<file path="src/rtl/rsnt_pkg.sv">
// Shared types and constants for the ring search nearest tile block.
package rsnt_pkg;

    localparam int COORD_W   = 7;
    localparam int HEIGHT_W  = 8;
    localparam int ADDR_W    = 2 * COORD_W;
    localparam int STORE_DEPTH = 1 << ADDR_W;
    localparam int CFG_IDX_W = 2;
    localparam int CFG_DATA_W = 8;

    localparam logic [CFG_DATA_W-1:0] SIDE_LIMIT = 8'd128;

    localparam logic [CFG_IDX_W-1:0] CFG_MAP_WIDTH  = 2'd0;
    localparam logic [CFG_IDX_W-1:0] CFG_MAP_DEPTH  = 2'd1;
    localparam logic [CFG_IDX_W-1:0] CFG_ZERO_LEVEL = 2'd2;

    localparam logic OP_WRITE  = 1'b0;
    localparam logic OP_SEARCH = 1'b1;

    localparam logic [HEIGHT_W-1:0] DIG_LIMIT  = 8'd1;
    localparam logic [HEIGHT_W-1:0] FILL_LIMIT = 8'd255;

    typedef logic [COORD_W-1:0] coord_t;

    typedef struct packed {
        logic                operation;
        coord_t              tile_x;
        coord_t              tile_z;
        logic [HEIGHT_W-1:0] tile_height;
        logic                tile_planned;
        logic                want_planned;
        logic                want_above;
    } item_t;

    typedef struct packed {
        logic   found;
        coord_t found_x;
        coord_t found_z;
    } result_t;

    typedef struct packed {
        logic                planned;
        logic [HEIGHT_W-1:0] height;
    } tile_t;

    typedef struct packed {
        logic   launch;
        logic   abort;
        coord_t cx;
        coord_t cz;
        coord_t wl;
        coord_t dl;
    } walk_ctl_t;

    typedef struct packed {
        logic   busy;
        logic   issue;
        coord_t x;
        coord_t z;
    } walk_sts_t;

endpackage

</file>
<file path="src/rtl/rsnt_walker.sv">
// Address sequencer that walks the centre and then the clamped square rings.
module rsnt_walker (
    input  logic              clk,
    input  logic              rst_n,
    input  rsnt_pkg::walk_ctl_t ctl,
    output rsnt_pkg::walk_sts_t sts
);
    import rsnt_pkg::*;

    localparam logic [3:0] ST_IDLE   = 4'd0;
    localparam logic [3:0] ST_PREP   = 4'd1;
    localparam logic [3:0] ST_CENTRE = 4'd2;
    localparam logic [3:0] ST_RING   = 4'd3;
    localparam logic [3:0] ST_TOP    = 4'd4;
    localparam logic [3:0] ST_RIGHT  = 4'd5;
    localparam logic [3:0] ST_BOTTOM = 4'd6;
    localparam logic [3:0] ST_LEFT   = 4'd7;

    logic [3:0] state_reg, state_next;
    coord_t cx_reg, cx_next, cz_reg, cz_next;
    coord_t wl_reg, wl_next, dl_reg, dl_next;
    coord_t maxr_reg, maxr_next, r_reg, r_next;
    coord_t lux_reg, lux_next, luz_reg, luz_next;
    coord_t rdx_reg, rdx_next, rdz_reg, rdz_next;
    logic signed [COORD_W+1:0] cur_x_reg, cur_x_next, cur_z_reg, cur_z_next;

    coord_t ring_lux, ring_luz, ring_rdx, ring_rdz;
    logic [COORD_W:0] sum_x, sum_z;
    coord_t dist_r, dist_b, max_a, max_b;
    logic issue;
    coord_t issue_x, issue_z;

    function automatic logic signed [COORD_W+1:0] ext(input coord_t v);
        ext = $signed({2'b00, v});
    endfunction

    always_comb
    begin
        sum_x    = {1'b0, cx_reg} + {1'b0, r_reg};
        sum_z    = {1'b0, cz_reg} + {1'b0, r_reg};
        ring_lux = (cx_reg >= r_reg) ? cx_reg - r_reg : '0;
        ring_luz = (cz_reg >= r_reg) ? cz_reg - r_reg : '0;
        ring_rdx = (sum_x > {1'b0, wl_reg}) ? wl_reg : sum_x[COORD_W-1:0];
        ring_rdz = (sum_z > {1'b0, dl_reg}) ? dl_reg : sum_z[COORD_W-1:0];
        dist_r   = wl_reg - cx_reg;
        dist_b   = dl_reg - cz_reg;
        max_a    = (dist_r > cx_reg) ? dist_r : cx_reg;
        max_b    = (dist_b > cz_reg) ? dist_b : cz_reg;
    end

    always_comb
    begin
        state_next = state_reg;
        cx_next    = cx_reg;
        cz_next    = cz_reg;
        wl_next    = wl_reg;
        dl_next    = dl_reg;
        maxr_next  = maxr_reg;
        r_next     = r_reg;
        lux_next   = lux_reg;
        luz_next   = luz_reg;
        rdx_next   = rdx_reg;
        rdz_next   = rdz_reg;
        cur_x_next = cur_x_reg;
        cur_z_next = cur_z_reg;
        issue      = 1'b0;
        issue_x    = '0;
        issue_z    = '0;
        case (state_reg)
            ST_IDLE:
            begin
                if (ctl.launch)
                begin
                    cx_next    = ctl.cx;
                    cz_next    = ctl.cz;
                    wl_next    = ctl.wl;
                    dl_next    = ctl.dl;
                    state_next = ST_PREP;
                end
            end
            ST_PREP:
            begin
                maxr_next  = (max_a > max_b) ? max_a : max_b;
                state_next = ST_CENTRE;
            end
            ST_CENTRE:
            begin
                issue   = 1'b1;
                issue_x = cx_reg;
                issue_z = cz_reg;
                if (maxr_reg == '0)
                begin
                    state_next = ST_IDLE;
                end
                else
                begin
                    r_next     = coord_t'(1);
                    state_next = ST_RING;
                end
            end
            ST_RING:
            begin
                lux_next   = ring_lux;
                luz_next   = ring_luz;
                rdx_next   = ring_rdx;
                rdz_next   = ring_rdz;
                cur_x_next = ext(ring_lux) + 9'sd1;
                state_next = ST_TOP;
            end
            ST_TOP:
            begin
                if (cur_x_reg <= ext(rdx_reg))
                begin
                    issue      = 1'b1;
                    issue_x    = cur_x_reg[COORD_W-1:0];
                    issue_z    = luz_reg;
                    cur_x_next = cur_x_reg + 9'sd1;
                end
                else
                begin
                    cur_z_next = ext(luz_reg) + 9'sd1;
                    state_next = ST_RIGHT;
                end
            end
            ST_RIGHT:
            begin
                if (cur_z_reg <= ext(rdz_reg))
                begin
                    issue      = 1'b1;
                    issue_x    = rdx_reg;
                    issue_z    = cur_z_reg[COORD_W-1:0];
                    cur_z_next = cur_z_reg + 9'sd1;
                end
                else
                begin
                    cur_x_next = ext(rdx_reg) - 9'sd1;
                    state_next = ST_BOTTOM;
                end
            end
            ST_BOTTOM:
            begin
                if (cur_x_reg >= ext(lux_reg))
                begin
                    issue      = 1'b1;
                    issue_x    = cur_x_reg[COORD_W-1:0];
                    issue_z    = rdz_reg;
                    cur_x_next = cur_x_reg - 9'sd1;
                end
                else
                begin
                    cur_z_next = ext(rdz_reg) - 9'sd1;
                    state_next = ST_LEFT;
                end
            end
            ST_LEFT:
            begin
                if (cur_z_reg >= ext(luz_reg))
                begin
                    issue      = 1'b1;
                    issue_x    = lux_reg;
                    issue_z    = cur_z_reg[COORD_W-1:0];
                    cur_z_next = cur_z_reg - 9'sd1;
                end
                else if (r_reg == maxr_reg)
                begin
                    state_next = ST_IDLE;
                end
                else
                begin
                    r_next     = r_reg + coord_t'(1);
                    state_next = ST_RING;
                end
            end
            default:
            begin
                state_next = ST_IDLE;
            end
        endcase
        if (ctl.abort)
        begin
            state_next = ST_IDLE;
        end
    end

    always_ff @(posedge clk or negedge rst_n)
    begin
        if (!rst_n)
        begin
            state_reg <= ST_IDLE;
        end
        else
        begin
            state_reg <= state_next;
        end
    end

    always_ff @(posedge clk)
    begin
        cx_reg    <= cx_next;
        cz_reg    <= cz_next;
        wl_reg    <= wl_next;
        dl_reg    <= dl_next;
        maxr_reg  <= maxr_next;
        r_reg     <= r_next;
        lux_reg   <= lux_next;
        luz_reg   <= luz_next;
        rdx_reg   <= rdx_next;
        rdz_reg   <= rdz_next;
        cur_x_reg <= cur_x_next;
        cur_z_reg <= cur_z_next;
    end

    assign sts.busy  = (state_reg != ST_IDLE);
    assign sts.issue = issue;
    assign sts.x     = issue_x;
    assign sts.z     = issue_z;

endmodule

</file>
<file path="config.mk">
export PLATFORM = sky130hd
export DESIGN_NAME = rsnt_walker
export DESIGN_NICKNAME = d
export VERILOG_FILES = /design/src/rtl/rsnt_pkg.sv /design/src/rtl/rsnt_walker.sv
export SDC_FILE = /design/constraint.sdc
export NUM_CORES = 1
export LEC_CHECK = 0
export BUFFER_PORTS_ARGS = -buffer_cell sky130_fd_sc_hd__buf_2
export CAP_MARGIN = 20
export CORE_MARGIN = 2
export CORE_UTILIZATION = 45
export CTS_CLUSTER_DIAMETER = 30
export DETAILED_ROUTE_END_ITERATION = 10
export GPL_TIMING_DRIVEN = 1
export PLACE_DENSITY = 0.7
export SYNTH_ARGS = -nofsm -noshare
export SYNTH_HDL_FRONTEND = slang
export SYNTH_SLANG_ARGS = --single-unit
</file>
<file path="constraint.sdc">
create_clock -name clk -period 6.62 [get_ports clk]
set_input_delay 1.324 -clock clk [delete_from_list [all_inputs] [get_ports clk]]
set_output_delay 1.324 -clock clk [all_outputs]
set_load 0.1 [all_outputs]
</file>
After elaboration in Yosys (flattened, before gate mapping)
Cells that the tools add are included.
Word-level totals
  output and inout bits: 16
  memories: 0
  flip-flop bits (word level): 92
  bits in read-only memories: 0
  latch bits: 0
  RAM bits: 0
Operators by class
  shift-type cells: 0
  reductions and logical operators: 11
  muxes and demuxes: 43
  multiply operators: 0
  divide/modulo/power cells: 0
  add/subtract/negate cells: 15
  eq/ne operators: 23
  $lt $le $gt $ge: 11
  bitwise operators: 0
Operators by type and width (number)
  $mux 7: 17
  $pmux 9 s4: 2
  $pmux 7 s5: 2
  $mux 9: 7
  $pmux 4 s8: 1
  $sub 7x7->7: 4
  $mux 4: 6
  $gt 7x7->1: 3
  $ne 2x2->1 const B: 10
  $add 9x2->9 const B: 2
  $ge 9x8->1: 2
  $le 9x8->1: 2
  $sub 9x2->9 const B: 2
  $add 7x1->8 const B: 2
  $add 7x7->8: 2
  $eq 4x3->1 const B: 4
  $gt 8x7->1: 2
  $sub 7x1->8 const B: 2
  $ne 3x3->1 const B: 5
  $ge 7x7->1: 2
  $pmux 7 s2: 1
  $reduce_bool 4->1: 3
  $reduce_and 5->1: 2
  $eq 4x2->1 const B: 2
  11 further kinds: 16

Longest topological paths before layout
  depth after elaboration: 5
  gate-level depth with buffers: 21
  gate-level depth less buffers: 21

Worst setup path after synthesis
OpenSTA, ideal clock, no wires.
  kind: register to register
  start point: reg cx_reg[1]
  end point: reg maxr_reg[0] (data pin)
  setup time: 270 ps
  clock period less this slack: 4759 ps
  required time: 6350 ps
  arrival time: 4489 ps
  path slack: 1861 ps
  cell stages (with the launch flop): 21
  cells stage by stage: edfxtp_1 -> inv_1 -> ha_1 -> nor2b_1 -> o31a_1 -> or4b_1 -> nand3_1 -> ha_1 -> o21a_1 -> o21ai_0 -> a32o_1 -> a41oi_2 -> mux2i_1 -> inv_1 -> ha_1 -> nor2b_1 -> o21ai_0 -> a21oi_1 -> a2111oi_1 -> o21bai_2 -> mux2i_1
On the way
  longest elaborated chain between the ends: 5
RTL lines
  start, declared: line rsnt_walker.sv:20  | coord_t cx_reg, cx_next, cz_reg, cz_next;
  start signal, assigned: line rsnt_walker.sv:199  | cx_reg <= cx_next;
  $sub 7x7->7: line rsnt_walker.sv:45  | dist_r = wl_reg - cx_reg;
  $gt 7x7->1: line rsnt_walker.sv:47  | max_a = (dist_r > cx_reg) ? dist_r : cx_reg;
  $mux 7 (*): line rsnt_walker.sv:47
  $gt 7x7->1: line rsnt_walker.sv:83  | maxr_next = (max_a > max_b) ? max_a : max_b;
  $mux 7 (*): line rsnt_walker.sv:83
  end signal, assigned: line rsnt_walker.sv:203  | maxr_reg <= maxr_next;
  end, declared: line rsnt_walker.sv:22  | coord_t maxr_reg, maxr_next, r_reg, r_next;
Mark *: on every way between the ends. The rest lies on a longest branch, timed or not.
A chain may end at the register's enable or synchronous reset.

Worst setup path in the final report
Ends and elaborated chain as after synthesis.

==> flow_summary.json <==
{
  "status": "finished, final reports clean",
  "worstMarginPinSlew_ns": 1.12,
  "hold_viol": 0,
  "critical-path-top-delay-family": "compound AO/OA/AOI/OAI gates",
  "syn_inst": 898,
  "track_usage_pct": 23.3,
  "initial_core_util_pct": 46.1,
  "grt_max_degree": 29,
  "finClkSkew_ns": 0.0127,
  "synth_top_cell_by_area": "edfxtp_1",
  "port_buffers": 47,
  "gr-total-overflow": 0,
  "crit_arrival_ns": 5.42,
  "cp_max_fo": 7,
  "grt_pass1_wl_um": 36500,
  "clk_latency_ns": 0.37,
  "crit_top_cell": "ha_1",
  "drive_above_1_share_pct": 10.3,
  "worstSetupStartpoint": "cx_reg[1]",
  "worst-path-buf-inv": 2,
  "wl_um": 23000,
  "diodes": 0,
  "viasPerCell": 6.00,
  "synth.net_count": 1060,
  "setup-violations-final": 0,
  "maxSlewHeadroom_pct": 25.1,
  "fin_util_pct": 50.4,
  "hpwlAfterDp_um": 18400,
  "whs_path_depth": 1,
  "yosysSeqAreaShare_pct": 31.4,
  "min_path_type": "reg -> reg",
  "netlist.area_leader.share_pct": 30.5,
  "vias": 7081,
  "cp_cell_sequence": "inv_1 > ha_1 > nor2b_1 > o31a_1 > or4b_1 > nand3_1 > ha_1 > o21a_1 > o21ai_0 > a32o_1 > a41oi_2 > mux2i_1 > inv_1 > ha_1 > nor2b_1 > o21ai_0 > a21oi_1 > a2111oi_1 > o21bai_2 > mux2i_1",
  "area_growth_pct": 9.24,
  "drt_iter0_markers": 685,
  "wl_per_cell_um": 19.5,
  "nets": 1104,
  "die_w_um": 143,
  "cpPeakStageDelay_ns": 0.54,
  "syn_area_um2": 8650,
  "io_pins": 48,
  "clk_pin_slew_ns": 0.07,
  "timing.rr.end": "maxr_reg[0]",
  "cp.required_ns": 6.72,
  "p_leak_uw": 0.00401,
  "r2r_slack_ns": 1.29,
  "setup_tns_ns": 0,
  "layout_commonest_cell": "ha_1",
  "post_synth_num_cell_types": 79,
  "drc": 0,
  "place.gp.congestion": 0.921,
  "ys_top_cells_by_area": "edfxtp_1, ha_1, xnor2_1",
  "n_fill_cell": 1742,
  "fmax_mhz": 188,
  "cts_setup_buffers": 0,
  "post_cts_resized": 0,
  "ant_nets": 0,
  "synth_edf_count": 88,
  "power_density_nw_per_um2": 289,
  "cts_tree": "yes",
  "htreeDepth": 3,
  "grt_pass1_vias": 6905,
  "clock_path_buffers": 2,
  "finalCriticalPeriod_ns": 5.33,
  "criticalPathCategory": "reg -> reg",
  "cpMaxStageDelayCell": "edfxtp_1",
  "coreArea_um2": 18800,
  "hold_start": "wl_reg[6]",
  "clockRootBuffer": "clkbuf_16",
  "avgSynthCellArea_um2": 9.64,
  "ys.flop_type": "edfxtp_1",
  "cts_buffers": 9,
  "cts_sinks": 91,
  "endpoint_kind": "flip-flop",
  "dieArea_um2": 20400,
  "drv_cap": 0,
  "rsz0062_at_grt": "false",
  "cts_hold_buffers": 0,
  "antenna_found_initial": 0,
  "firstDrtPassIters": 7,
  "rr_worst_depth": 20,
  "synth_seq_cells": 91,
  "die_y_um": 143,
  "critPathLaunchType": "flip-flop",
  "synthArstFlopShare_pct": 3.30,
  "whs_endpoint": "rdx_reg[6]",
  "finalCritPeriodShare_pct": 80.4,
  "yosys_warnings": 0,
  "ir_drop_v": 0.000223,
  "r2r-start": "cx_reg[1]",
  "maxSlewViolCount": 0,
  "final_cell_mix": "ha_1, inv_1, edfxtp_1, nor2_1",
  "row_count": 50
}
[routing by layer]
| layer | part of all wire, % | GRT usage, % | up-vias |
|---|---|---|---|
| met5 | 0 | 0 | - |
| met2 | 47 | 39.2 | 250 |
| li1 | - | - | 3424 |
| met1 | 44 | 31.0 | 3362 |
| met4 | 2.6 | 6.41 | 0 |
| met3 | 6.7 | 4.09 | 45 |
[how the worst max path moves through the flow]
stage,endpoint,slack [ns],cells after the start
floorplan,maxr_reg[0],1.86,20
global placement,maxr_reg[2],1.50,20
detailed placement,maxr_reg[4],1.36,20
CTS,maxr_reg[0],1.33,20
global route,maxr_reg[5],1.0,20
finish,maxr_reg[0],1.29,20
[layout make-up]
cell class,count,area (um^2),share of cell area (%)
repair buffers,52,273,2.89
well taps,234,293,3.10
flip-flops and latches,91,2720,28.7
clock buffers,9,225,2.38
multi-input cells,688,5470,57.9
inverters,100,375,3.97
clock inverters,7,100,1.06
[synthesized netlist by cell type (11+ instances only)]
cell type	instances
inv_1	100
xnor2_1	45
ha_1	122
a21oi_1	46
o211ai_1	14
nor2b_1	21
edfxtp_1	88
mux2_2	11
o21ai_0	36
a22oi_1	11
mux2i_1	26
nor2_1	63
o21bai_1	11
nor3_1	26
nand2_1	47
xor2_1	22
nand3_1	18
[where the power goes]
group | leakage [uW] | switching [uW] | internal [uW]
Sequential | 0.000854 | 94.4 | 748
Clock | 0.000156 | 246 | 334
Combinational | 0.00300 | 776 | 532
Total | 0.00401 | 1120 | 1610
[kinds of logic (layout without fill, tap and decap cells)]
kind of cell               Yosys count  count (layout)  share of synthesized area (%)
xor gates and xnor gates            68              68                           6.97
adders and majority gates          130             130                           19.5
buffers and inverters              119             168                           5.42
and+or+nand+nor                    227             227                           13.1
DFF                                 91              91                           31.4
muxes                               37              37                           4.44
AOI/OAI and AO/OA                  226             226                           19.2
[through the flow]
| step | area, um^2 | setup slack, ns | hold slack [ns] | std cells | power, uW |
|---|---|---|---|---|---|
| 3_3_place_gp | 9130 | 1.50 | 0.620 | 1165 | 2120 |
| 5_1_grt | 9450 | 0.998 | 0.675 | 1181 | 2900 |
| 2_1_floorplan | 8650 | 1.86 | 0.581 | 898 | 1850 |
| 3_5_place_dp | 9130 | 1.36 | 0.629 | 1165 | 2140 |
| 6_report | 9450 | 1.29 | 0.652 | 1181 | 2730 |
| 4_1_cts | 9450 | 1.33 | 0.649 | 1181 | 2730 |
[worst register-to-register path, delay by kind of cell, from the launching register on]
kind	cells	cell delay, ns
compound gates	9	2.14
buf+inv	2	0.24
simple gates	4	0.90
mux	2	0.49
flops	1	0.54
fa+ha+maj	3	0.77
No activity file was read; power rests on OpenSTA's default activity.
